===== config.mk =====
export PLATFORM = sky130hd
export DESIGN_NAME = event_record_ring_logger_unit
export DESIGN_NICKNAME = d
export VERILOG_FILES = /design/src/erl_pkg.sv /design/src/erl_ctrl.sv /design/src/erl_dp.sv /design/src/event_record_ring_logger_unit.sv
export SDC_FILE = /design/constraint.sdc
export NUM_CORES = 1
export LEC_CHECK = 0
export ABC_AREA = 0
export BUFFER_PORTS_ARGS = -buffer_cell sky130_fd_sc_hd__buf_2
export CORE_MARGIN = 5
export CORE_UTILIZATION = 49
export CTS_CLUSTER_DIAMETER = 80
export DETAILED_ROUTE_END_ITERATION = 6
export PLACE_DENSITY_LB_ADDON = 0.1
export SLEW_MARGIN = 20
export SYNTH_ARGS = -nofsm -noshare
export SYNTH_HDL_FRONTEND = slang
export SYNTH_SLANG_ARGS = --single-unit

===== constraint.sdc =====
create_clock -name clk_i -period 13.93 [get_ports clk_i]
set_clock_uncertainty 0.2 [all_clocks]
set_input_delay 1.393 -clock clk_i [delete_from_list [all_inputs] [get_ports clk_i]]
set_output_delay 1.393 -clock clk_i [all_outputs]
set_load 0.02 [all_outputs]

===== src/erl_pkg.sv =====
package erl_pkg;

  localparam int unsigned SLOT_W      = 4;
  localparam int unsigned ADDR_W      = 8;
  localparam int unsigned COUNT_W     = 4;
  localparam int unsigned TIME_W      = 48;
  localparam int unsigned TEXT_W      = 16;
  localparam int unsigned ENTRY_W     = TIME_W + 2 * TEXT_W;

  localparam logic [7:0]  DIGIT_ZERO  = 8'h30;
  localparam logic [7:0]  SPEED_MAX   = 8'd99;
  localparam int unsigned ADDR_STRIDE = 10;
  localparam logic [1:0]  HOUR_TENS_MASK = 2'h3;
  localparam logic [2:0]  MS_TENS_MASK   = 3'h7;
  localparam logic [3:0]  UNITS_MASK     = 4'hF;

  typedef enum logic [1:0] {
    ACT_LOG   = 2'd0,
    ACT_CLEAR = 2'd1,
    ACT_READ  = 2'd2,
    ACT_NONE  = 2'd3
  } action_e;

  typedef enum logic [1:0] {
    ST_LOGGED     = 2'd0,
    ST_CLEARED    = 2'd1,
    ST_READ_VALID = 2'd2,
    ST_READ_EMPTY = 2'd3
  } status_e;

  typedef struct packed {
    action_e     action;
    logic [7:0]  hour_bcd;
    logic [7:0]  minute_bcd;
    logic [7:0]  second_bcd;
    logic [15:0] event_code;
    logic [7:0]  speed;
    logic [3:0]  read_slot;
  } in_item_t;

  typedef struct packed {
    status_e             status;
    logic [SLOT_W-1:0]   slot;
    logic [ADDR_W-1:0]   storage_address;
    logic [TIME_W-1:0]   time_text;
    logic [TEXT_W-1:0]   event_text;
    logic [TEXT_W-1:0]   speed_text;
    logic [COUNT_W-1:0]  record_count;
  } out_item_t;

  // Controller to datapath
  typedef struct packed {
    logic capture;  // take the incoming item and launch the slot read
    logic commit;   // update state and load the result register
  } dp_cmd_t;

  // Datapath to controller
  typedef struct packed {
    logic in_drop;  // incoming item carries the unused action code
  } dp_sts_t;

endpackage


===== src/erl_ctrl.sv =====
module erl_ctrl
  import erl_pkg::*;
(
  input  logic    clk_i,
  input  logic    rst_ni,
  input  logic    in_valid_i,
  output logic    in_ready_o,
  output logic    out_valid_o,
  input  logic    out_ready_i,
  input  dp_sts_t sts_i,
  output dp_cmd_t cmd_o
);

  typedef enum logic [1:0] {
    S_IDLE = 2'b01,
    S_EXEC = 2'b10
  } state_e;

  state_e state_q, state_d;
  logic   out_valid_q, out_valid_d;
  logic   out_free;

  assign out_free = !out_valid_q || out_ready_i;

  always_comb begin
    state_d       = state_q;
    in_ready_o    = 1'b0;
    cmd_o.capture = 1'b0;
    cmd_o.commit  = 1'b0;
    unique case (state_q)
      S_IDLE: begin
        in_ready_o = 1'b1;
        // drop items with the unused code on acceptance
        if (in_valid_i && !sts_i.in_drop) begin
          cmd_o.capture = 1'b1;
          state_d       = S_EXEC;
        end
      end
      S_EXEC: begin
        if (out_free) begin
          cmd_o.commit = 1'b1;
          state_d      = S_IDLE;
        end
      end
      default: begin
        state_d = S_IDLE;
      end
    endcase
  end

  always_comb begin
    out_valid_d = out_valid_q;
    if (cmd_o.commit) begin
      out_valid_d = 1'b1;
    end else if (out_ready_i) begin
      out_valid_d = 1'b0;
    end
  end

  always_ff @(posedge clk_i or negedge rst_ni) begin
    if (!rst_ni) begin
      state_q     <= S_IDLE;
      out_valid_q <= 1'b0;
    end else begin
      state_q     <= state_d;
      out_valid_q <= out_valid_d;
    end
  end

  assign out_valid_o = out_valid_q;

endmodule


===== src/erl_dp.sv =====
module erl_dp
  import erl_pkg::*;
#(
  parameter int unsigned LOG_DEPTH    = 10,
  parameter int unsigned ADDRESS_BASE = 5
) (
  input  logic      clk_i,
  input  logic      rst_ni,
  input  in_item_t  in_item_i,
  input  dp_cmd_t   cmd_i,
  output dp_sts_t   sts_o,
  output out_item_t out_item_o
);

  localparam int unsigned IDX_W = $clog2(LOG_DEPTH);
  localparam int unsigned CNT_W = $clog2(LOG_DEPTH + 1);

  logic [ENTRY_W-1:0] mem_q [LOG_DEPTH];
  logic [ENTRY_W-1:0] rd_q;
  in_item_t           item_q;
  logic [IDX_W-1:0]   wpos_q, wpos_d;
  logic [CNT_W-1:0]   cnt_q, cnt_d;
  out_item_t          out_q, out_d;

  logic [TIME_W-1:0]  fmt_time;
  logic [TEXT_W-1:0]  fmt_speed;
  logic [6:0]         speed_sat;
  logic [14:0]        tens_prod;
  logic [3:0]         speed_tens;
  logic [3:0]         speed_units;
  logic               read_hit;

  function automatic logic [ADDR_W-1:0] slot_addr(input logic [SLOT_W-1:0] s);
    logic [ADDR_W-1:0] s_ext;
    s_ext = ADDR_W'(s);
    return ADDR_W'(s_ext * ADDR_W'(ADDR_STRIDE) + ADDR_W'(ADDRESS_BASE));
  endfunction

  assign sts_o.in_drop = (in_item_i.action == ACT_NONE);

  // ASCII formatting of the captured item
  assign fmt_time = {
    DIGIT_ZERO + {6'd0, item_q.hour_bcd[5:4] & HOUR_TENS_MASK},
    DIGIT_ZERO + {4'd0, item_q.hour_bcd[3:0] & UNITS_MASK},
    DIGIT_ZERO + {5'd0, item_q.minute_bcd[6:4] & MS_TENS_MASK},
    DIGIT_ZERO + {4'd0, item_q.minute_bcd[3:0] & UNITS_MASK},
    DIGIT_ZERO + {5'd0, item_q.second_bcd[6:4] & MS_TENS_MASK},
    DIGIT_ZERO + {4'd0, item_q.second_bcd[3:0] & UNITS_MASK}
  };

  // divide by ten via reciprocal, exact below one hundred
  assign speed_sat   = (item_q.speed > SPEED_MAX) ? SPEED_MAX[6:0] : item_q.speed[6:0];
  assign tens_prod   = 15'(speed_sat) * 15'd205;
  assign speed_tens  = tens_prod[14:11];
  assign speed_units = 4'(speed_sat - 7'(speed_tens) * 7'd10);
  assign fmt_speed   = {DIGIT_ZERO + {4'd0, speed_tens}, DIGIT_ZERO + {4'd0, speed_units}};

  assign read_hit = (32'(item_q.read_slot) < 32'(cnt_q));

  always_comb begin
    wpos_d = wpos_q;
    cnt_d  = cnt_q;
    out_d  = '0;
    case (item_q.action)
      ACT_LOG: begin
        wpos_d = (wpos_q == IDX_W'(LOG_DEPTH - 1)) ? '0 : wpos_q + 1'b1;
        if (cnt_q != CNT_W'(LOG_DEPTH)) begin
          cnt_d = cnt_q + 1'b1;
        end
        out_d.status          = ST_LOGGED;
        out_d.slot            = SLOT_W'(wpos_q);
        out_d.storage_address = slot_addr(SLOT_W'(wpos_q));
        out_d.time_text       = fmt_time;
        out_d.event_text      = item_q.event_code;
        out_d.speed_text      = fmt_speed;
        out_d.record_count    = COUNT_W'(cnt_d);
      end
      ACT_CLEAR: begin
        wpos_d       = '0;
        cnt_d        = '0;
        out_d.status = ST_CLEARED;
      end
      ACT_READ: begin
        out_d.slot            = item_q.read_slot;
        out_d.storage_address = slot_addr(item_q.read_slot);
        out_d.record_count    = COUNT_W'(cnt_q);
        if (read_hit) begin
          out_d.status     = ST_READ_VALID;
          out_d.time_text  = rd_q[ENTRY_W-1 -: TIME_W];
          out_d.event_text = rd_q[2*TEXT_W-1 -: TEXT_W];
          out_d.speed_text = rd_q[TEXT_W-1:0];
        end else begin
          out_d.status = ST_READ_EMPTY;
        end
      end
      default: begin
        out_d = '0;
      end
    endcase
  end

  always_ff @(posedge clk_i or negedge rst_ni) begin
    if (!rst_ni) begin
      wpos_q <= '0;
      cnt_q  <= '0;
    end else if (cmd_i.commit) begin
      wpos_q <= wpos_d;
      cnt_q  <= cnt_d;
    end
  end

  always_ff @(posedge clk_i) begin
    if (cmd_i.capture) begin
      item_q <= in_item_i;
      rd_q   <= mem_q[in_item_i.read_slot[IDX_W-1:0]];
    end
    if (cmd_i.commit) begin
      out_q <= out_d;
      if (item_q.action == ACT_LOG) begin
        mem_q[wpos_q] <= {fmt_time, item_q.event_code, fmt_speed};
      end
    end
  end

  assign out_item_o = out_q;

endmodule


===== src/event_record_ring_logger_unit.sv =====
// Channel   Direction  Handshake              Payload
// in        input      in_valid_i/in_ready_o  in_item_i  (in_item_t)
// out       output     out_valid_o/out_ready_i out_item_o (out_item_t)
//
// Acceptance launches the slot read; the execute step then formats the record,
// writes the ring slot for a log item and loads the result register.
// Reset clears the write position and record count; slot contents stay unset.
// A result waiting on out_ready_i does not block acceptance of the next item;
// the second item holds in execution until the result register frees up.
// Items with the unused action code are accepted and dropped.
module event_record_ring_logger_unit
  import erl_pkg::*;
#(
  parameter int unsigned LOG_DEPTH    = 10,
  parameter int unsigned ADDRESS_BASE = 5
) (
  input  logic      clk_i,
  input  logic      rst_ni,
  input  logic      in_valid_i,
  output logic      in_ready_o,
  input  in_item_t  in_item_i,
  output logic      out_valid_o,
  input  logic      out_ready_i,
  output out_item_t out_item_o
);

  dp_cmd_t cmd;
  dp_sts_t sts;

  // sequencing: accept, execute, hand over
  erl_ctrl u_ctrl (
    .clk_i       (clk_i),
    .rst_ni      (rst_ni),
    .in_valid_i  (in_valid_i),
    .in_ready_o  (in_ready_o),
    .out_valid_o (out_valid_o),
    .out_ready_i (out_ready_i),
    .sts_i       (sts),
    .cmd_o       (cmd)
  );

  // formatting, ring storage, position and count
  erl_dp #(
    .LOG_DEPTH    (LOG_DEPTH),
    .ADDRESS_BASE (ADDRESS_BASE)
  ) u_dp (
    .clk_i      (clk_i),
    .rst_ni     (rst_ni),
    .in_item_i  (in_item_i),
    .cmd_i      (cmd),
    .sts_o      (sts),
    .out_item_o (out_item_o)
  );

endmodule

==> results of run 1 <==
==> area by class of cell <==
| class | count | area (sq um) | share of cell area |
|---|---|---|---|
| inverters | 32 | 121.4 | 0.004394 |
| well taps | 664 | 830.8 | 0.03008 |
| clock inverters | 32 | 369.1 | 0.01336 |
| multi-input cells | 559 | 5708 | 0.2066 |
| repair buffers | 154 | 839.6 | 0.03039 |
| clock buffers | 75 | 1579 | 0.05717 |
| flip-flops and latches | 607 | 18170 | 0.6580 |
==> cell families (layout without fill, tap and decap cells) <==
kind of cell | count (synthesis) | in the layout
compound gates | 178 | 178
simple gates | 149 | 149
other cells | 1 | 20
fa+ha+maj | 60 | 60
buf+inv | 126 | 293
xor+xnor | 15 | 15
mux | 137 | 137
flops | 607 | 607
==> layout by cell type (no fill, tap or decap), types with 6 or more instances in the layout <==
master,count
bufinv_16,8
a21oi_1,49
a22o_1,43
nand2_1,24
mux2i_1,46
nor2_1,21
buf_4,24
inv_1,31
mux4_2,88
ha_1,48
xnor2_1,7
clkbuf_1,14
buf_2,129
o21ai_0,10
and3_1,6
conb_1,20
nor2b_1,51
nand3_1,6
dfrtp_1,10
nor2_4,6
clkinv_1,16
fa_1,11
edfxtp_1,596
a211oi_1,44
nand2b_1,8
xor2_1,7
clkbuf_16,61
==> state kept, by name, indices dropped and copies added (netlist names) <==
register and flops:
u_ctrl.state_q 2, u_dp.wpos_q 4, u_dp.item_q 50, u_dp.mem_q 440, u_ctrl.out_valid_o 1, u_dp.rd_q 44, u_dp.out_item_o 62, u_dp.cnt_q 4
==> path summary, 6_finish.rpt <==
check | slack [ns] | end | startpoint
worst max-delay path | 7.53 | u_dp.mem_q[9][3]$_DFFE_PP_ | u_dp.item_q[6]$_DFFE_PP_
worst min-delay path | 0.31 | u_ctrl.out_valid_o$_DFFE_PN0P_ | u_ctrl.state_q[1]$_DFFE_PN0P_
worst max register to register | 7.53 | u_dp.mem_q[9][3]$_DFFE_PP_ | u_dp.item_q[6]$_DFFE_PP_
worst min register to register | 0.31 | u_ctrl.out_valid_o$_DFFE_PN0P_ | u_ctrl.state_q[1]$_DFFE_PN0P_
max in group asynchronous | 12.81 | u_ctrl.state_q[0]$_DFFE_PN1P_ | rst_ni
min in group asynchronous | 0.45 | u_dp.wpos_q[0]$_DFFE_PN0P_ | rst_ni
==> critical path: stages, from the launching register on <==
cell	delay [ns]
edfxtp_1	0.49
nor3_1	0.23
o21a_1	0.19
nand2b_1	0.12
ha_1	0.33
fa_1	0.41
fa_1	0.47
ha_1	0.32
ha_1	0.33
a21oi_1	0.17
o21ai_1	0.14
a221o_1	0.35
or3_1	0.54
ha_1	0.29
fa_1	0.38
xor2_1	0.18
o31a_1	0.13
or2_1	0.25
xnor2_1	0.58
==> power breakdown <==
group	switching (mW)	internal, mW	total, mW	leakage [nW]
clock	0.655	0.945	1.60	0.940
sequential	0.0392	2.11	2.15	5.54
combinational	0.230	0.135	0.365	2.90
total	0.924	3.19	4.11	9.39
==> routing by layer <==
layer / up-vias / global-route usage
met3: 61 / 0.02721
met1: 6009 / 0.2521
li1: 5330 / -
met5: - / 0
met2: 236 / 0.3119
met4: 0 / 0.04172
==> stage by stage <==
| stage | std cells | area, sq um | total power, mW |
|---|---|---|---|
| finish | 2123 | 27620 | 4.112 |
| global route | 2123 | 27620 | 4.282 |
| CTS | 2123 | 27610 | 4.161 |
| detailed placement | 2016 | 25670 | 2.555 |
| global placement | 2016 | 25670 | 2.546 |
| floorplan | 1292 | 24410 | 2.442 |
==> impl.org, run 1 <==
** Synthesis
- Dominant register cell in the synthesized netlist :: edfxtp_1
- Total of flip-flops plus latches after synthesis :: 607
- Of the post-synthesis cell area, the dominant cell type holds 0.7353.
- After technology mapping, the gate count stands at 1273.
- Sorting the synthesized cells by area gives the leading types as edfxtp_1 (74%), mux4_2 (8.1%), ha_1 (2.5%).
- In the post-synthesis netlist, the cell with the most instances is edfxtp_1.
- The share of the Yosys chip area taken by registers is 0.7467.
- In this run, synthesis inferred 596 flip-flops with an integrated enable.
- In the synthesized netlist, the cells that appear most often are edfxtp_1 (596), mux4_2 (88), nor2b_1 (52), a21oi_1 (50), ha_1 (49).
- Cell area after technology mapping :: 24340 sq um
- Number of warning messages in the yosys log :: 0
- After synthesis, the share of flip-flops with an asynchronous set or reset is 0.01812.
- Of the total synthesized cell area, the portion taken by AND, OR, NAND and NOR gates is 0.03311.
- Leading area contributor after synthesis :: edfxtp_1
- Post-Synthesis Mean Instance Area :: 19.12 sq um
- Xor and xnor fraction of the mapped netlist area :: 0.005398
- After synthesis, the largest family of logic cells by area is multiplexers.
- After synthesis, the share of cell area in mux cells is 0.1017.
- Post-synth cell types :: 55
- Arithmetic-cell share of the synthesized area counting full adders, half adders and majority gates :: 0.03424
- Complex-gate fraction of the synthesized area :: 0.05295

** Timing
- Final setup violating endpoints :: 0
- For the pin with the worst max-slew slack, the measured transition is 1.086 ns.
- Post-route clock period utilization :: 0.4593
- Sum of negative setup slack :: 0 ns
- Period minus WS final :: 6.398 ns
- In this run the tightest slew margin relative to its limit is 0.2761.
- Setup slack on the critical path of the routed design comes to 7.532 ns.
- Setup repair after global routing missed its margin :: false
- Minimum hold slack :: 0.3106 ns
- Count of pins over their slew limit :: 0
- Achievable Freq :: 156.3 MHz
- The final-report hold violation count came to 0.

** Clock tree
- CTS tree :: built
- Number of buffers inserted for hold repair after clock tree synthesis :: 0
- Worst-path clk slew :: 0.06 ns
- The clock tree synthesis step divided the H-tree into 2 levels.
- Number of buffers created by CTS :: 61
- Counting along the longest clock path gives a buffer depth of 3.
- # resized after CTS :: 0
- Clock sinks :: 607
- Post-CTS Setup Bufs :: 0
- In this run the clock root is driven by a clkbuf_16.
- Clock latency on the worst-skew pair :: 0.62 ns

** Worst setup path
- Worst-case reg-to-reg path depth :: 18
- Worst setup path category :: flop to flop
- CP Data Arrival Time :: 6.50 ns
- Req. time, crit path :: 14.03 ns
- Worst Setup End Kind :: flop
- Nature of the critical path startpoint :: flop
- In this run the worst path has a maximum fanout of 12.

** Job
- Max cap viols :: 0

** Global routing
- The initial antenna violation count came to 0.
- The via count of the first global-routing pass came to 12140.
- Entering global routing, the biggest net connects 67 pins.
- Total Routing Usage GR :: 0.1826
- The total overflow left after global routing is 0.
- The first global-routing pass estimated 74870 um of wire.

** Routing
- After detailed routing, the average wire length per cell comes to 22.97 um.
- M1 wire length :: 21560 um
- Total via count in the routed design :: 11640
- For this run, the detailed router's first-pass iteration total came to 5.
- After detailed routing, no signal wire sits above met4.
- Via density per instance :: 5.481
- Routed Wire Length :: 48770 um
- The routed design uses 1997 um of met3 wire.
- After the first detailed-routing iteration, the DRC count stood at 779.
- The detail route stage leaves a number of antenna-violating nets equal to 0.
- Wire segments on met2 add up to 24360 um in the final route.
- For this run, design rule violations remaining after detail routing come to 0.

** Floorplan
- Number of primary I/O pins :: 158
- The initial utilization of the core area, before any placement, comes to 0.4962.
- Die Y :: 232.9 um
- Row generation in the floorplan step produced 81 rows.
- Measured along the x axis, the die boundary spans 232.9 um.
- CORE AREA :: 49050 sq um
- Die area :: 54230 sq um

** Placement
- GP Congestion :: 0.7739
- Post-DP HPWL :: 24700 um
- Before CTS, the worst setup slack after placement is 7.520 ns.
- Port buffering added 133 buffers.

** Worst hold path
- Along the worst hold path, the cell count comes to 2.
- Hold Crit Class :: flop to flop

** Final layout
- At the end of the flow the core is filled with cells to 0.5631.
- For this run, the post-layout net count is 1533.
- Number of fillers in the final layout :: 3797
- Of the cells placed in the final design, the portion with a size suffix greater than 1 is 0.2371.
- Layout-stage area growth over the synthesis result :: 13.48%
- The number of antenna diodes in the final layout is 0.

** Pwr
- Across the VDD grid, the largest voltage drop is 93.71 uV.
- Static leakage :: 9.386 nW
- PwrDens :: 148.9 nW/um^2

** Run status
- Outcome :: complete, no violations
(Power assumes the default switching activity.)
==> run 2: changes to the inputs <==
ABC_AREA = 1   (was 0)
clock period = 5.2 ns   (was 13.93 ns; I/O delays follow)
==> impl.org, run 2 <==
** Run status
- Outcome :: complete, no violations (unchanged)

** Synthesis
- Number of warning messages in the yosys log :: 0 (unchanged)
- Top cells by area, synth :: edfxtp_1 (71%), mux2i_1 (5.3%), o211ai_1 (2.6%) (was edfxtp_1 (74%), mux4_2 (8.1%), ha_1 (2.5%))
- Post-synthesis sequential area ratio :: 0.7259 (was 0.7467)
- Leading area contributor after synthesis :: edfxtp_1 (unchanged)
- Total of flip-flops plus latches after synthesis :: 607 (unchanged)
- The number of enable flip-flop cells after synthesis was 596 (unchanged).
- Most numerous cell types in the synthesized netlist: edfxtp_1 (596), inv_1 (149), mux2i_1 (132), a21oi_1 (106), o21ai_1 (100) (was edfxtp_1 (596), mux4_2 (88), nor2b_1 (52), a21oi_1 (50), ha_1 (49)).
- Dominant cell by count in the synthesized netlist :: edfxtp_1 (unchanged)
- The average footprint of a synthesized cell came to 15.04 sq um (was 19.12 sq um).
- Mapped Cells :: 1665 (was 1273)
- The proportion of register bits with asynchronous set or reset after synthesis was 0.01812 (unchanged).
- The prevailing post-synth register cell was edfxtp_1 (unchanged).
- The count of unique library cells instantiated by Yosys was 48 (was 55).
- Area share of the largest cell type after synthesis :: 0.7148 (was 0.7353)
- The cell area after synthesis was 25040 sq um (was 24340 sq um).

** Timing
- Achievable Freq :: 198.4 MHz (was 156.3 MHz)
- The worst-margin pin slew came to 1.081 ns (was 1.086 ns).
- Final hold viol count :: 0 (unchanged)
- The final critical path time including I/O delays and setup is 5.040 ns (was 6.398 ns).
- Minimum hold slack :: 0.1188 ns (was 0.3106 ns)
- Headroom to the max-slew limit :: 0.2774 (was 0.2761)
- The setup-violating endpoint count in the final report is 0 (unchanged).
- The share of the clock period used by the worst path after layout came to 0.9693 (was 0.4593).
- Count of pins over their slew limit :: 0 (unchanged)
- The sum of negative setup slack came to 0 ns (unchanged).

** Worst setup path
- The most numerous cell on the critical path is nand2_2 (was ha_1).
- Worst setup path category :: flop to flop (unchanged)
- The critical path's largest stage delay came to 0.45 ns (was 0.58 ns).
- The maximum fanout count along the critical path came to 5 (was 12).
- The critical path data arrival time came to 5.20 ns (was 6.50 ns).
- Nature of the critical path startpoint :: flop (unchanged)
- The required time of the critical path came to 5.36 ns (was 14.03 ns).
- The kind of cell adding the most delay to the critical path was adder cells (unchanged).
- The sort of element at the end of the critical path is a flop (unchanged).
- The cell with the biggest individual delay on the critical path was fa_2 (was xnor2_1).
- The count of buffer and inverter cells on the critical path came to 4 (was 0).
- CP cell instances :: nor2_2 > nand2_1 > nand2_2 > inv_2 > or2_4 > ha_1 > inv_1 > fa_2 > ha_1 > ha_1 > ha_4 > a21oi_2 > o21a_1 > nand3_2 > nand2_2 > inv_1 > ha_2 > fa_2 > xnor2_2 > inv_1 > nand3_2 > nand2_2 > nand2_2 > and2_4 (was nor3_1 > o21a_1 > nand2b_1 > ha_1 > fa_1 > fa_1 > ha_1 > ha_1 > a21oi_1 > o21ai_1 > a221o_1 > or3_1 > ha_1 > fa_1 > xor2_1 > o31a_1 > or2_1 > xnor2_1)

** Routing
- Number of routed nets with antenna violations :: 0 (unchanged)
- The count of routing violations after the opening detailed-route iteration is 1062 (was 779).
- The number of optimization iterations in the first detailed-route pass came to 5 (unchanged).
- Via density per instance :: 5.408 (was 5.481)
- Routed Wire Length :: 54290 um (was 48770 um)
- The average wire per cell in the routed design was 20.94 um (was 22.97 um).
- The routed via count was 14020 (was 11640).
- The number of design rule violations left after detail routing came to 0 (unchanged).

** Final layout
- The number of filler instances in the final layout was 3960 (was 3797).
- FF/Latch Area :: 18170 sq um (unchanged)
- Largest Register :: u_dp.mem_q (unchanged)
- Post-layout nets :: 1990 (was 1533)
- The area of combinational cells with multiple inputs came to 5888 sq um (was 5708 sq um).
- Diodes inserted :: 0 (unchanged)
- Most frequent cells in the layout: edfxtp_1 (596), inv_1 (146), mux2i_1 (132) (was edfxtp_1 (596), buf_2 (129), mux4_2 (88)).
- Layout-stage area growth over the synthesis result :: 16.12% (was 13.48%)
- Final non-filler cell area :: 29070 sq um (was 27620 sq um)
- Number of flip-flops under the largest register name :: 440 (unchanged)
- The share of layout cells above drive strength 1 is 0.1806 (was 0.2371).
- Most frequent standard cell in the layout excluding fill and tap cells :: edfxtp_1 (unchanged)

** Pwr
- The cell leakage power was 10.69 nW (was 9.386 nW).
- The largest voltage drop on the vdd net came to 320.2 uV (was 93.71 uV).
- The total power came to 11.65 mW (was 4.112 mW).
- The power density of the placed cells came to 400.7 nW/um^2 (was 148.9 nW/um^2).

** Clock tree
- The total clock buffers created by CTS is 61 (unchanged).
- Clock latency on the worst-skew pair :: 0.61 ns (was 0.62 ns)
- The clock edge transition at the registers on the reported setup and hold paths was 0.06 ns (about the same).
- Number of buffers on the longest clock path :: 3 (unchanged)
- CTS H-Tree Depth :: 2 (unchanged)
- Clock sinks :: 607 (unchanged)
- Library cell used as clock root buffer :: clkbuf_16 (unchanged)
- CTS tree :: built (unchanged)

** Global routing
- The maximum number of pins on one net before global-route repair is 93 (was 67).
- The initial antenna violation count came to 1 (was 0).
- Total grt overflow :: 0 (unchanged)
- Vias in the first global route :: 13940 (was 12140)
- The wire length of the first global-routing pass came to 83190 um (was 74870 um).
- Total Routing Usage GR :: 0.1907 (was 0.1826)

** Floorplan
- Initial Utilization :: 0.4970 (was 0.4962)
- The die outline width came to 236.0 um (was 232.9 um).
- Number of primary I/O pins :: 158 (unchanged)
- Number of placement rows :: 82 (was 81)
- The area of the die came to 55720 sq um (was 54230 sq um).
- CORE AREA :: 50380 sq um (was 49050 sq um)
- The height of the chip came to 236.0 um (was 232.9 um).

** Placement
- Placed cell area :: 26470 sq um (was 25670 sq um)
- GP Congestion :: 0.8217 (was 0.7739)
- Post-DP HPWL :: 29560 um (was 24700 um)
- The number of port buffers is 133 (unchanged).

** Job
- The max-cap violation count is 0 (unchanged).

** Worst hold path
- Hold Crit Class :: input pin to async pin (was flop to flop)
run 2: cell types whose count changed after synthesis, moves of 56 or more:
| cell | delta |
|---|---|
| o21ai_0 | +76 |
| a21oi_1 | +56 |
| mux2i_1 | +86 |
| o211ai_1 | +87 |
| o21ai_1 | +96 |
| mux4_2 | -88 |
| inv_1 | +117 |
run 2: area by class of cell:
cell class                 count  share of cell area
clock inverter                39             0.01175
clock buffer                  73             0.05405
inverter                     155             0.02010
tap                          672             0.02892
sequential                   607              0.6251
timing repair buffer         244             0.05758
multi-input combinational    803              0.2025
run 2: per-stage QoR:
stage | setup WS [ns] | cells | util
2_1_floorplan | 0.002329 | 1684 | -
3_3_place_gp | -0.1224 | 2428 | 0.5255
3_5_place_dp | -0.1754 | 2428 | 0.5255
4_1_cts | 0.01261 | 2589 | 0.5735
5_1_grt | -0.02804 | 2593 | 0.5771
6_report | 0.1596 | 2593 | 0.5771
run 2: power breakdown:
part | internal [mW] | switching (mW) | leakage [nW]
clock network | 2.44 | 1.78 | 0.938
logic | 0.637 | 1.01 | 4.21
registers | 5.67 | 0.111 | 5.54
run 2: kinds of logic after synthesis:
| group | Yosys count | synth area share |
|---|---|---|
| flops | 607 | 0.7259 |
| compound gates | 437 | 0.1040 |
| buf+inv | 275 | 0.05327 |
| simple gates | 143 | 0.02614 |
| mux | 132 | 0.05277 |
| fa+ha+maj | 60 | 0.03328 |
| xor+xnor | 10 | 0.004548 |
| other cells | 1 | 0.0001498 |
run 2: worst paths after layout:
| kind | startpoint | to | slack [ns] | cells after the start |
|---|---|---|---|---|
| setup / recovery | u_dp.item_q[8]$_DFFE_PP_ | u_dp.mem_q[3][3]$_DFFE_PP_ | 0.16 | 24 |
| hold / removal | rst_ni | u_dp.wpos_q[2]$_DFFE_PN0P_ | 0.12 | 2 |
| setup reg to reg | u_dp.item_q[8]$_DFFE_PP_ | u_dp.mem_q[3][3]$_DFFE_PP_ | 0.16 | 24 |
| hold reg to reg | u_ctrl.state_q[1]$_DFFE_PN0P_ | u_ctrl.state_q[0]$_DFFE_PN1P_ | 0.29 | 1 |
| max in group asynchronous | rst_ni | u_ctrl.state_q[0]$_DFFE_PN1P_ | 4.41 | 2 |
| min in group clk_i | in_item_i[0] | u_dp.item_q[0]$_DFFE_PP_ | 0.21 | 1 |
run 2: timing repair:
item | in CTS | in global routing
setup endpoints to repair | 11 | 21
setup buffers | 0 | 3
hold endpoints to repair | 59 | 0
resized for setup | 4 | 30
pin swaps | 2 | 13
cloned | 0 | 1
hold buffers | 49 | 0
run 2: routing by layer:
layer	vias up	GRT usage	wire [um]
li1	6604	-	-
met5	-	0	0
met1	6999	0.2744	24660
met2	349	0.3125	26030
met4	0	0.04715	972
met3	71	0.02581	2631
